$ cat src/rtl/button_debounce_long_press_repeat_macros.svh
// ----------------------------------------------------------------------------
// Assertion macros for the button debounce block
// Shared concurrent check forms, clocked on the rising edge and disabled
// while reset is asserted.
// ----------------------------------------------------------------------------
`ifndef BUTTON_DEBOUNCE_LONG_PRESS_REPEAT_MACROS_SVH
`define BUTTON_DEBOUNCE_LONG_PRESS_REPEAT_MACROS_SVH

// Same-cycle implication.
`define BDLPR_CHECK_NOW(lbl, clk, rst_n, ante, cons, msg) \
    lbl: assert property (@(posedge clk) disable iff (!rst_n) (ante) |-> (cons)) \
        else $error(msg);

// Next-cycle implication.
`define BDLPR_CHECK_NEXT(lbl, clk, rst_n, ante, cons, msg) \
    lbl: assert property (@(posedge clk) disable iff (!rst_n) (ante) |=> (cons)) \
        else $error(msg);

`endif

$ cat src/rtl/bdlpr_pkg.sv
// ----------------------------------------------------------------------------
// bdlpr_pkg
// Types and constants shared by the button debounce lanes, the result
// merge stage and the top level.
// ----------------------------------------------------------------------------
`default_nettype none

package bdlpr_pkg;

    localparam int TIME_W    = 32;
    localparam int CFG_W     = 16;
    localparam int CFG_IDX_W = 2;

    // Register reset values
    localparam logic [CFG_W-1:0] DEBOUNCE_RST        = 16'd50;
    localparam logic [CFG_W-1:0] LONG_PRESS_RST      = 16'd500;
    localparam logic [CFG_W-1:0] INITIAL_REPEAT_RST  = 16'd300;
    localparam logic [CFG_W-1:0] RPT_PERIOD_RST      = 16'd100;

    typedef enum logic [CFG_IDX_W-1:0] {
        CFG_DEBOUNCE        = 2'd0,
        CFG_LONG_PRESS      = 2'd1,
        CFG_INITIAL_REPEAT  = 2'd2,
        CFG_RPT_PERIOD      = 2'd3
    } t_cfg_idx;

    typedef struct packed {
        logic [CFG_W-1:0] debounce;
        logic [CFG_W-1:0] long_press;
        logic [CFG_W-1:0] initial_repeat;
        logic [CFG_W-1:0] rpt_period;
    } t_cfg;

    // Per-button status after the current tick
    typedef struct packed {
        logic latched;
        logic held;
        logic long_press;
        logic repeat_pulse;
    } t_lane_flags;

endpackage

`default_nettype wire

$ cat src/rtl/bdlpr_lane.sv
// ----------------------------------------------------------------------------
// bdlpr_lane
// One button: debounce, press latch, long-press detect and auto-repeat.
// All stamp differences are computed in parallel against the stored stamps.
// ----------------------------------------------------------------------------
`default_nettype none
`include "button_debounce_long_press_repeat_macros.svh"

module bdlpr_lane (
    input  logic                           i_clk,
    input  logic                           i_rst_n,
    input  logic                           i_en,
    input  logic [bdlpr_pkg::TIME_W-1:0]   i_now,
    input  logic                           i_raw,
    input  logic                           i_ack,
    input  logic                           i_clr,
    input  bdlpr_pkg::t_cfg                i_cfg,
    output bdlpr_pkg::t_lane_flags         o_flags
);
    import bdlpr_pkg::*;

    logic              r_prev, r_stable, r_latch, r_long;
    logic [TIME_W-1:0] r_change_stamp, r_press_stamp, r_repeat_stamp;

    logic              n_prev, n_stable, n_latch, n_long;
    logic [TIME_W-1:0] n_change_stamp, n_press_stamp, n_repeat_stamp;

    logic              prev0, stable0, latch0, long0, long1;
    logic              chg, accept, press, long_go, fire;
    logic [TIME_W-1:0] since_chg, since_start, since_rep;
    logic [CFG_W:0]    lp_ir;
    logic [CFG_W-1:0]  delay;

    always_comb begin
        // clear-all, then ack, act before the update
        prev0   = i_clr ? 1'b0 : r_prev;
        stable0 = i_clr ? 1'b0 : r_stable;
        long0   = i_clr ? 1'b0 : r_long;
        latch0  = (i_clr | i_ack) ? 1'b0 : r_latch;

        chg            = (i_raw != prev0);
        n_change_stamp = chg ? i_now : r_change_stamp;
        since_chg      = chg ? '0 : (i_now - r_change_stamp);

        accept   = (since_chg > TIME_W'(i_cfg.debounce)) && (i_raw != stable0);
        press    = accept & i_raw;
        n_stable = accept ? i_raw : stable0;
        long1    = accept ? 1'b0 : long0;
        n_latch  = press | latch0;
        n_press_stamp = press ? i_now : r_press_stamp;

        since_start = press ? '0 : (i_now - r_press_stamp);
        long_go     = n_stable & ~long1 & (since_start >= TIME_W'(i_cfg.long_press));
        n_long      = long1 | long_go;

        // a fresh stamp of now gives a zero difference
        since_rep = (press | long_go) ? '0 : (i_now - r_repeat_stamp);
        lp_ir     = {1'b0, i_cfg.long_press} + {1'b0, i_cfg.initial_repeat};
        delay     = (since_start < TIME_W'(lp_ir)) ? i_cfg.initial_repeat
                                                   : i_cfg.rpt_period;
        fire      = n_long & (since_rep >= TIME_W'(delay));

        n_repeat_stamp = (press | long_go | fire) ? i_now : r_repeat_stamp;
        n_prev         = i_raw;
    end

    always_comb begin
        o_flags.latched      = n_latch;
        o_flags.held         = n_stable;
        o_flags.long_press   = n_long;
        o_flags.repeat_pulse = fire;
    end

    always_ff @(posedge i_clk) begin
        if (!i_rst_n) begin
            r_prev         <= 1'b0;
            r_stable       <= 1'b0;
            r_latch        <= 1'b0;
            r_long         <= 1'b0;
            r_change_stamp <= '0;
            r_press_stamp  <= '0;
            r_repeat_stamp <= '0;
        end else if (i_en) begin
            r_prev         <= n_prev;
            r_stable       <= n_stable;
            r_latch        <= n_latch;
            r_long         <= n_long;
            r_change_stamp <= n_change_stamp;
            r_press_stamp  <= n_press_stamp;
            r_repeat_stamp <= n_repeat_stamp;
        end
    end

    `BDLPR_CHECK_NOW(a_long_needs_held, i_clk, i_rst_n, r_long, r_stable,
                     "long press without held level")
    `BDLPR_CHECK_NOW(a_fire_needs_long, i_clk, i_rst_n, fire, n_long,
                     "repeat pulse without long press")
    `BDLPR_CHECK_NEXT(a_press_latches, i_clk, i_rst_n, i_en && press, r_latch && r_stable,
                      "accepted press not latched")

endmodule

`default_nettype wire

$ cat src/rtl/bdlpr_merge.sv
// ----------------------------------------------------------------------------
// bdlpr_merge
// Packs the lane flags into the four result vectors and holds them in an
// output register backed by a one-entry skid stage.
// ----------------------------------------------------------------------------
`default_nettype none
`include "button_debounce_long_press_repeat_macros.svh"

module bdlpr_merge #(
    parameter int NUM_BUTTONS = 5
) (
    input  logic                         i_clk,
    input  logic                         i_rst_n,
    input  logic                         i_push,
    input  bdlpr_pkg::t_lane_flags       i_flags [NUM_BUTTONS],
    output logic                         o_full,
    output logic                         o_out_valid,
    input  logic                         i_out_stall,
    output logic [NUM_BUTTONS-1:0]       o_pressed_latched,
    output logic [NUM_BUTTONS-1:0]       o_held,
    output logic [NUM_BUTTONS-1:0]       o_long_press,
    output logic [NUM_BUTTONS-1:0]       o_repeat_pulse
);
    import bdlpr_pkg::*;

    logic [NUM_BUTTONS-1:0] w_latch, w_held, w_long, w_rep;

    logic                   r_out_valid, r_skid_valid;
    logic [NUM_BUTTONS-1:0] r_out_latch, r_out_held, r_out_long, r_out_rep;
    logic [NUM_BUTTONS-1:0] r_skid_latch, r_skid_held, r_skid_long, r_skid_rep;
    logic                   pop;

    always_comb begin
        for (int b = 0; b < NUM_BUTTONS; b++) begin
            w_latch[b] = i_flags[b].latched;
            w_held[b]  = i_flags[b].held;
            w_long[b]  = i_flags[b].long_press;
            w_rep[b]   = i_flags[b].repeat_pulse;
        end
    end

    assign pop = r_out_valid & ~i_out_stall;

    always_ff @(posedge i_clk) begin
        if (!i_rst_n) begin
            r_out_valid  <= 1'b0;
            r_skid_valid <= 1'b0;
        end else if (pop || !r_out_valid) begin
            r_out_valid  <= r_skid_valid | i_push;
            r_skid_valid <= 1'b0;
        end else if (i_push) begin
            r_skid_valid <= 1'b1;
        end
    end

    always_ff @(posedge i_clk) begin
        if (pop || !r_out_valid) begin
            if (r_skid_valid) begin
                r_out_latch <= r_skid_latch;
                r_out_held  <= r_skid_held;
                r_out_long  <= r_skid_long;
                r_out_rep   <= r_skid_rep;
            end else begin
                r_out_latch <= w_latch;
                r_out_held  <= w_held;
                r_out_long  <= w_long;
                r_out_rep   <= w_rep;
            end
        end else if (i_push) begin
            r_skid_latch <= w_latch;
            r_skid_held  <= w_held;
            r_skid_long  <= w_long;
            r_skid_rep   <= w_rep;
        end
    end

    assign o_full            = r_skid_valid;
    assign o_out_valid       = r_out_valid;
    assign o_pressed_latched = r_out_latch;
    assign o_held            = r_out_held;
    assign o_long_press      = r_out_long;
    assign o_repeat_pulse    = r_out_rep;

    `BDLPR_CHECK_NOW(a_skid_behind_out, i_clk, i_rst_n, r_skid_valid, r_out_valid, "skid entry without output entry")
    `BDLPR_CHECK_NEXT(a_stall_fills_skid, i_clk, i_rst_n, i_push && r_out_valid && i_out_stall, r_skid_valid, "stalled result dropped")
    `BDLPR_CHECK_NEXT(a_skid_drains, i_clk, i_rst_n, r_skid_valid && !i_out_stall, r_out_valid && !r_skid_valid, "skid entry not moved out")

endmodule

`default_nettype wire

$ cat src/rtl/button_debounce_long_press_repeat.sv
// ----------------------------------------------------------------------------
// button_debounce_long_press_repeat
// Debounce, press latch, long press and auto-repeat for a bank of buttons.
// ----------------------------------------------------------------------------
// Each input transfer is one millisecond tick. The block takes one tick per
// clock cycle when not stalled; each result goes to the output register,
// or to the skid entry while that register is held. All buttons are updated
// in parallel by one lane each, and each lane's state is ready for the next
// tick right away. A two-entry output buffer (output register plus skid)
// lets a tick be taken while a result waits; the input stalls only when both
// entries are full. The user must write timing registers through the plain
// write port only while no tick is in flight; the block does not enforce it.
// ----------------------------------------------------------------------------
`default_nettype none

module button_debounce_long_press_repeat #(
    parameter int NUM_BUTTONS = 5
) (
    input  logic                              i_clk,
    input  logic                              i_rst_n,
    // tick input
    input  logic                              i_in_valid,
    output logic                              o_in_stall,
    input  logic [NUM_BUTTONS-1:0]            i_raw_levels,
    input  logic [NUM_BUTTONS-1:0]            i_ack_pressed,
    input  logic                              i_clear_all,
    // result output
    output logic                              o_out_valid,
    input  logic                              i_out_stall,
    output logic [NUM_BUTTONS-1:0]            o_pressed_latched,
    output logic [NUM_BUTTONS-1:0]            o_held,
    output logic [NUM_BUTTONS-1:0]            o_long_press,
    output logic [NUM_BUTTONS-1:0]            o_repeat_pulse,
    // configuration
    input  logic                              i_cfg_we,
    input  logic [bdlpr_pkg::CFG_IDX_W-1:0]   i_cfg_index,
    input  logic [bdlpr_pkg::CFG_W-1:0]       i_cfg_data
);
    import bdlpr_pkg::*;

    t_cfg              r_cfg;
    logic [TIME_W-1:0] r_tick;
    logic              w_push;
    logic              w_full;
    t_lane_flags       w_flags [NUM_BUTTONS];

    assign w_push     = i_in_valid & ~w_full;
    assign o_in_stall = w_full;

    always_ff @(posedge i_clk) begin
        if (!i_rst_n) begin
            r_cfg.debounce        <= DEBOUNCE_RST;
            r_cfg.long_press      <= LONG_PRESS_RST;
            r_cfg.initial_repeat  <= INITIAL_REPEAT_RST;
            r_cfg.rpt_period      <= RPT_PERIOD_RST;
        end else if (i_cfg_we) begin
            unique case (i_cfg_index)
                CFG_DEBOUNCE:        r_cfg.debounce        <= i_cfg_data;
                CFG_LONG_PRESS:      r_cfg.long_press      <= i_cfg_data;
                CFG_INITIAL_REPEAT:  r_cfg.initial_repeat  <= i_cfg_data;
                CFG_RPT_PERIOD:      r_cfg.rpt_period      <= i_cfg_data;
                default: ;
            endcase
        end
    end

    // tick time, wraps modulo 2^32
    always_ff @(posedge i_clk) begin
        if (!i_rst_n) begin
            r_tick <= '0;
        end else if (w_push) begin
            r_tick <= r_tick + TIME_W'(1);
        end
    end

    for (genvar g = 0; g < NUM_BUTTONS; g++) begin : g_lane
        bdlpr_lane u_lane (
            .i_clk   (i_clk),
            .i_rst_n (i_rst_n),
            .i_en    (w_push),
            .i_now   (r_tick),
            .i_raw   (i_raw_levels[g]),
            .i_ack   (i_ack_pressed[g]),
            .i_clr   (i_clear_all),
            .i_cfg   (r_cfg),
            .o_flags (w_flags[g])
        );
    end

    bdlpr_merge #(
        .NUM_BUTTONS (NUM_BUTTONS)
    ) u_merge (
        .i_clk             (i_clk),
        .i_rst_n           (i_rst_n),
        .i_push            (w_push),
        .i_flags           (w_flags),
        .o_full            (w_full),
        .o_out_valid       (o_out_valid),
        .i_out_stall       (i_out_stall),
        .o_pressed_latched (o_pressed_latched),
        .o_held            (o_held),
        .o_long_press      (o_long_press),
        .o_repeat_pulse    (o_repeat_pulse)
    );

endmodule

`default_nettype wire
$ cat config.mk
export PLATFORM = sky130hd
export DESIGN_NAME = button_debounce_long_press_repeat
export DESIGN_NICKNAME = d
export VERILOG_FILES = /design/src/rtl/bdlpr_pkg.sv /design/src/rtl/bdlpr_lane.sv /design/src/rtl/bdlpr_merge.sv /design/src/rtl/button_debounce_long_press_repeat.sv
export VERILOG_INCLUDE_DIRS = /design/src /design/src/rtl
export SDC_FILE = /design/constraint.sdc
export NUM_CORES = 2
export LEC_CHECK = 0
export ABC_AREA = 1
export BUFFER_PORTS_ARGS = -buffer_cell sky130_fd_sc_hd__buf_2
export CORE_MARGIN = 10
export CORE_UTILIZATION = 49
export DETAILED_ROUTE_END_ITERATION = 8
export PLACE_DENSITY = 0.64
export SYNTH_ARGS = -nofsm -noshare
export SYNTH_HDL_FRONTEND = slang
export SYNTH_SLANG_ARGS = --single-unit
$ cat constraint.sdc
create_clock -name i_clk -period 9.16 [get_ports i_clk]
set_clock_uncertainty 0.05 [all_clocks]
set_input_delay 1.832 -clock i_clk [delete_from_list [all_inputs] [get_ports i_clk]]
set_output_delay 1.832 -clock i_clk [all_outputs]
set_load 0.005 [all_outputs]
======== Word level (Yosys, flattened, before mapping) ========
Index checks and enable logic that the tools add are counted.
word-level totals
  bits in writable memories ............... 0
  bits of input ports ..................... 34
  output and inout port bits .............. 22
  register bits ........................... 638
  latch bits .............................. 0
  bits in read-only memories .............. 0
  logic and storage cells ................. 240
  memories ................................ 0
operators by class
  equality and inequality tests ........... 13
  div/mod/pow operators ................... 0
  bitwise operators ....................... 57
  $mul .................................... 0
  reductions and logical operators ........ 29
  add/subtract/negate cells ............... 17
  multiplexer cells ....................... 54
  shift-type cells ........................ 0
  $lt $le $gt $ge ......................... 20
operators with widths
  operator               count
  $mux 32                15
  $sub 32x32->32         15
  $ge 32x16->1           10
  $gt 32x16->1           5
  $lt 32x17->1           5
  $mux 16                5
  $reduce_and 2->1       20
  $add 32x1->32 const B  1
  $mux 1                 30
  $or 1x1->1             26
  $and 1x1->1            22
  $mux 5                 4
  $add 16x16->17         1
  $ne 1x1->1             10
  $not 1->1              9
  $logic_and 1x1->1      5
  $eq 2x2->1 const B     2
  $eq 2x1->1 const B     1
  $logic_not 2->1        1
  $reduce_or 2->1        1
  $logic_not 1->1        1
  $logic_or 1x1->1       1

======== Longest topological paths before layout ========
  word-level depth ........................ 15
  gate-level depth with buffers ........... 61
  gate-level depth less buffers ........... 60

======== By module ========
A second synthesis with hierarchy kept.
second synthesis, totals
  cell total of the unflattened synthesis .. 11580
  area total of the unflattened synthesis .. 70289.9 um2
modules (own cells, without submodules)
  module                              times used  area an instance (um2)  sequential area each (um2)  cells each
  bdlpr_lane at g_lane[0].u_lane ...  3           12881.1                 2001.9                      2181
  bdlpr_lane at g_lane[4].u_lane      1           13057.5                 2001.9                      2169
  bdlpr_lane at g_lane[1].u_lane      1           12949.9                 2001.9                      2188
  button_debounce_long_press_repeat   1           4090.2                  1921.8                      566
  bdlpr_merge                         1           1549.0                  1241.2                      114

======== Worst setup path after synthesis ========
OpenSTA, ideal clock, no wires.
  kind .................................... in2reg
  from .................................... in i_clear_all
  to ...................................... reg g_lane[2].u_lane.r_repeat_stamp[2]
  required time ........................... 8.995 ns
  path buffers ............................ 6
  stages .................................. 51
  arrival ................................. 8.535 ns
  slack ................................... 0.460 ns
  setup time .............................. 0.115 ns
  cell sequence ........................... buf_2 > inv_1 > clkbuf_1 > nand3_1 > nand2_1 > clkbuf_1 > clkinv_1 > or2_2 > ha_1 > inv_1 > a21oi_1 > o31ai_1 > nand2_1 > nand2_1 > nand2_1 > a21boi_0 > nor2_1 > nand3_1 > [... 15 more ...] > or2_2 > ha_1 > o21ai_0 > nand2_1 > a21o_1 > a21oi_1 > o221ai_1 > a21oi_1 > o21ai_0 > a21oi_1 > nor2_1 > a211oi_1 > nand2_1 > nand2_2 > nand2_4 > buf_4 > a21oi_1 > nor2_1
between the ends
  word-level cells in the longest chain between the ends .. 15
  elaborated cells on any way between the ends .. 25
  those cells by class .................... order compare (4); eq/ne (2); mux (9); bitwise (8); reduce/logical (2)
RTL lines
  item                                         RTL line                                 RTL
  start: declaration                           button_debounce_long_press_repeat.sv:26  input logic i_clear_all,
  $mux 1                                       bdlpr_lane.sv:36                         prev0 = i_clr ? 1'b0 : r_prev;
  $ne 1x1->1                                   bdlpr_lane.sv:41                         chg = (i_raw != prev0);
  $mux 32                                      bdlpr_lane.sv:43                         since_chg = chg ? '0 : (i_now - r_change_stamp);
  $gt 32x16->1                                 bdlpr_lane.sv:45                         accept = (since_chg > TIME_W'(i_cfg.debounce)) && (i_raw != stable0);
  $logic_and 1x1->1                            bdlpr_lane.sv:45
  $and 1x1->1 or $mux 1 (tied branches)        bdlpr_lane.sv:46, bdlpr_lane.sv:48
  $mux 32 or $not 1->1 (tied branches)         bdlpr_lane.sv:52, bdlpr_lane.sv:53
  $ge 32x16->1 or $and 1x1->1 (tied branches)  bdlpr_lane.sv:53                         long_go = n_stable & ~long1 & (since_start >= TIME_W'(i_cfg.long_press));
  $and 1x1->1                                  bdlpr_lane.sv:53
  $or 1x1->1                                   bdlpr_lane.sv:57, bdlpr_lane.sv:63
  $mux 32                                      bdlpr_lane.sv:57                         since_rep = (press | long_go) ? '0 : (i_now - r_repeat_stamp);
  $ge 32x16->1                                 bdlpr_lane.sv:61                         fire = n_long & (since_rep >= TIME_W'(delay));
  $and 1x1->1                                  bdlpr_lane.sv:61
  $or 1x1->1 *                                 bdlpr_lane.sv:63                         n_repeat_stamp = (press | long_go | fire) ? i_now : r_repeat_stamp;
  $reduce_and 2->1 (no line) *                 -
  end signal: assignment                       bdlpr_lane.sv:90                         r_repeat_stamp <= n_repeat_stamp;
  end: declaration                             bdlpr_lane.sv:23                         logic [TIME_W-1:0] r_change_stamp, r_press_stamp, r_repeat_stamp;
Mark *: on every way between the ends. The rest lies on a longest branch, timed or not.
A chain may end at the register's enable or synchronous reset.

======== Final worst setup path ========
  from .................................... reg r_tick[2]
  to ...................................... reg g_lane[2].u_lane.r_repeat_stamp[23]
between the ends
  word-level cells in the longest chain between the ends .. 14
  elaborated cells on any way between the ends .. 23
  those cells by class .................... add/sub (3); order compare (4); mux (6); bitwise (8); reduce/logical (2)
RTL lines
  item                                         RTL line                                 RTL
  start: declaration                           button_debounce_long_press_repeat.sv:42  logic [TIME_W-1:0] r_tick;
  start signal: assignment                     button_debounce_long_press_repeat.sv:72  r_tick <= r_tick + TIME_W'(1);
  $sub 32x32->32                               bdlpr_lane.sv:43
  $mux 32                                      bdlpr_lane.sv:43
  $gt 32x16->1                                 bdlpr_lane.sv:45
  $logic_and 1x1->1                            bdlpr_lane.sv:45
  $and 1x1->1 or $mux 1 (tied branches)        bdlpr_lane.sv:46, bdlpr_lane.sv:48
  $mux 32 or $not 1->1 (tied branches)         bdlpr_lane.sv:52, bdlpr_lane.sv:53
  $ge 32x16->1 or $and 1x1->1 (tied branches)  bdlpr_lane.sv:53
  $and 1x1->1                                  bdlpr_lane.sv:53
  $or 1x1->1                                   bdlpr_lane.sv:57, bdlpr_lane.sv:63
  $mux 32                                      bdlpr_lane.sv:57
  $ge 32x16->1                                 bdlpr_lane.sv:61
  $and 1x1->1                                  bdlpr_lane.sv:61
  $or 1x1->1 *                                 bdlpr_lane.sv:63
  $reduce_and 2->1 (no line) *                 -
Marked as above.

==> results summary <==
The flow ran to the end, and the final reports show no timing, DRC or antenna violations. The number of hold violations in the final report came out at 0. The data arrival at the endpoint of the critical path came out at 9.15 ns. During synthesis, Yosys emitted a total of 0 warnings. The initialized floorplan defines 130 standard-cell rows. The number of nets in the final layout came out at 10,793. The number of ports placed on the die boundary is 56. The setup slack of the critical path after layout came out at 0.588 ns. The worst setup timing slack at the placement stage is -0.137 ns. After synthesis, the largest family of logic cells by area is simple AND/OR/NAND/NOR gates. The total of fill cells in the finished design is 13,037. The cell type of the slowest stage on the worst timing path is dfxtp_2.

The clock network fraction of design power came out at 30.0%. With fillers left out, the area of the finished cells amounts to 67,700 um2. Of the total power, registers draw 27.6%. For this run, the slowest stage of the critical path takes 0.76 ns.

Cell internal power was estimated by the tool at 0.00683 W. The number of storage elements in the synthesis netlist is 638. In the routed design, unresolved DRC markers number 0. Setup violations remaining at the end of the flow were counted as 0. The synthesis-to-layout area growth is 8.28%. The cell accounting for the most synthesized area is dfxtp_1. The full die area came out at 142,000 um2.

The instance count of the mapped netlist came out at 9,956. The horizontal extent of the die is 377 um. The half-perimeter wire length after detailed placement came out at 177 mm. After synthesis, the share of cell area in mux cells is 0%. The area inside the core boundary came out at 126,000 um2. The number of port buffers is 55.

Across all layers, the routed design uses 65,550 vias. The global-route wire length before repair came out at 346 mm. The total global routing overflow is 0. Dividing the final minimum period by the clock period gives 93.6%. The effective utilization at floorplan is 49.5%. The average detailed-routed wire length per instance is 19.7 um. After clock tree synthesis, the clock-pin slew on the worst setup and hold paths is 0.06 ns. The pin count of the biggest net entering global routing is 224. The areal power density over the cells came out at 171 nW/um2. The compound-gate portion of the synthesized area came out at 19.9%. The clock period minus worst slack came out at 8.57 ns. The most common cell in the synthesized netlist is nand2_1. Routability-driven placement finished with a final weighted congestion of 0.969.

Power comes to 0.0116 W. The worst hold path belongs to the class reg2reg. The count of maximum capacitance violations is 0. The worst endpoint required time is 9.74 ns.

The maximum root-to-sink buffer count is 3. The first-pass iteration count of the detailed router came out at 8. The area fraction in and, or, nand and nor cells after synthesis is 27.4%. Derived from the worst setup path, the maximum achievable clock frequency is 117 MHz. Ranked by total cell area, the synthesized netlist is headed by dfxtp_1 19%, ha_1 16%, nand2_1 13%. The worst setup path is launched from a flip-flop. The cell repeated most along the worst path is nand2_1. The share of synthesized cell area in full adder, half adder and majority cells is 16.4%.

The number of pins exceeding their max-slew limit in the final report came to 0. The number of antenna violations at the first check in global routing came to 8. The cell sitting at the root of the clock tree is a clkbuf_16. The top fanout value on the critical path is 44.

The vias per cell came out at 5.62. The post-route non-filler standard cell count is 11,665. The final routed wirelength across all metal layers came out at 230 mm. For this run, the leading register cell type out of synthesis is dfxtp_1. The number of global-route vias before repair came out at 59,433. The post-synth net total came out at 10,800. The placed instance count came out at 11,509.

The number of buffers added by the clock tree synthesis step came out at 80. In this run the cell area measured after placement is 64,700 um2. The switching power share of the total came out at 41.1%.

The count of unique library cells instantiated by Yosys is 60. The mean cell area of the mapped netlist is 6.28 um2. Summed over all nets, the switching power comes to 0.00475 W. The H-tree level count came out at 3.

The post-synth design cell area came out at 62,500 um2. The transition at the pin with the smallest max-transition slack came out at 1.45 ns. The worst-case IR drop observed on VDD is 177 uV. By startpoint and endpoint, the worst setup path is classified as reg2reg. The fraction of layout cells with a size suffix above 1 is 5.03%. The insertion delay to the later sink of the worst-skew pair came out at 0.70 ns.

The clock net in this run drives a total of 638 sinks. The leakage power figure came out at 34.9 nW. The detail route stage leaves a number of antenna-violating nets equal to 0. The commonest cells after synthesis are 2,224 x nand2_1, 1,499 x inv_1, 1,265 x a21oi_1, 891 x nor2_1, 794 x ha_1. The fraction of post-synthesis cell area in the top cell type by area came out at 19.2%. TritonCTS built the clock tree. The portion of the post-synthesis area used by sequential elements is 21.1%. For this run, asynchronously set or reset flops after synthesis account for 0%. Measured along the y axis, the die boundary spans 377 um.

The critical path endpoint category is a flip-flop. In the final timing run, aggregate negative setup slack is 0 ns. The number of synthesized flops with an enable pin came out at 40. After Yosys synthesis, XOR and XNOR cells account for 4.02% of the synthesized area. Summing all flip-flop and latch instances after layout gives 13,200 um2. The footprint of the multi-input gates is 42,400 um2.

The initial DRC count came out at 6,257. The all-layer global routing usage came out at 31.0%. The worst slew margin relative to its limit is 2.80%.

The share of total power in combinational logic is 42.4%.
-- per-layer routing --
| metal | up-vias | GRT usage [%] | share of wire, % |
|---|---|---|---|
| met1 | 30158 | 43.3 | 46 |
| li1 | 32780 | - | - |
| met3 | 400 | 5.44 | 8.1 |
| met4 | 2 | 12.2 | 4.5 |
| met2 | 2210 | 46.8 | 41 |
| met5 | - | 0 | 0.0043 |
-- metrics by stage --
step | hold WS, ns | util, %
after detailed placement | 0.401 | 51.3
after floorplan | 0.383 | -
after global routing | 0.419 | 53.6
after global placement | 0.394 | 51.3
final | 0.403 | 53.6
after CTS | 0.409 | 53.5
-- layout by cell type (no fill, tap or decap), types with 98 or more instances in the layout --
master   count
xor2_1     156
nand2_1   2216
nor2_1     890
xnor2_1    131
a21oi_1   1265
dfxtp_1    567
buf_4      137
ha_1       793
nand3_1    592
nor3_1      98
nand4_1    112
o21ai_0    714
inv_1     1497
-- cell families after synthesis --
kind of cell | Yosys count
compound gates | 2309
buf+inv | 1810
xor+xnor | 287
simple gates | 4102
flops | 638
fa+ha+maj | 810
-- sequential cells by signal, summed over array words and instances (netlist names), 32 cells and up --
register                      count
g_lane.u_lane.r_repeat_stamp    160
r_tick                           32
g_lane.u_lane.r_press_stamp     160
g_lane.u_lane.r_change_stamp    160
r_cfg                            64
-- cell type report --
type,instances,share of cell area [%]
Clock buffer,106,3.42
Antenna cell,4,0.0148
Inverter,1522,8.47
Clock inverter,38,0.740
Sequential cell,638,19.5
Timing Repair Buffer,199,2.14
Multi-Input combinational cell,7508,62.6
Tap cell,1650,3.05
-- power by group through the flow --
stage               Sequential [W]  Combinational [W]  Clock, W
floorplan                  0.00321            0.00359         0
global placement           0.00324            0.00471         0
detailed placement         0.00325            0.00479         0
CTS                        0.00319            0.00482   0.00352
global route               0.00321            0.00555   0.00362
finish                     0.00319            0.00491   0.00347
-- what timing repair did --
action                     4_1_cts  5_1_grt
setup endpoints to repair        0      167
setup buffers                    0        8
hold buffers                     0        0
resized for setup                0       13
-- path summary, 6_finish.rpt --
| check | startpoint | to | slack [ns] | depth (start not counted) |
|---|---|---|---|---|
| worst min-delay path | g_lane[2].u_lane.r_press_stamp[30] | g_lane[2].u_lane.r_press_stamp[30] | 0.40 | 2 |
| worst min register to register | g_lane[2].u_lane.r_press_stamp[30] | g_lane[2].u_lane.r_press_stamp[30] | 0.40 | 2 |
| worst max register to register | r_tick[2] | g_lane[2].u_lane.r_repeat_stamp[23] | 0.59 | 50 |
| worst max-delay path | r_tick[2] | g_lane[2].u_lane.r_repeat_stamp[23] | 0.59 | 50 |
-- worst max-delay path: cells and delay by family (launching register included) --
kind                       cells  cell delay, ns
and+or+nand+nor               27            3.21
AOI/OAI and AO/OA             16            2.46
adders and majority gates      4            1.31
buffers and inverters          3            0.63
DFF                            1            0.76
No activity file was read; power rests on OpenSTA's default activity.
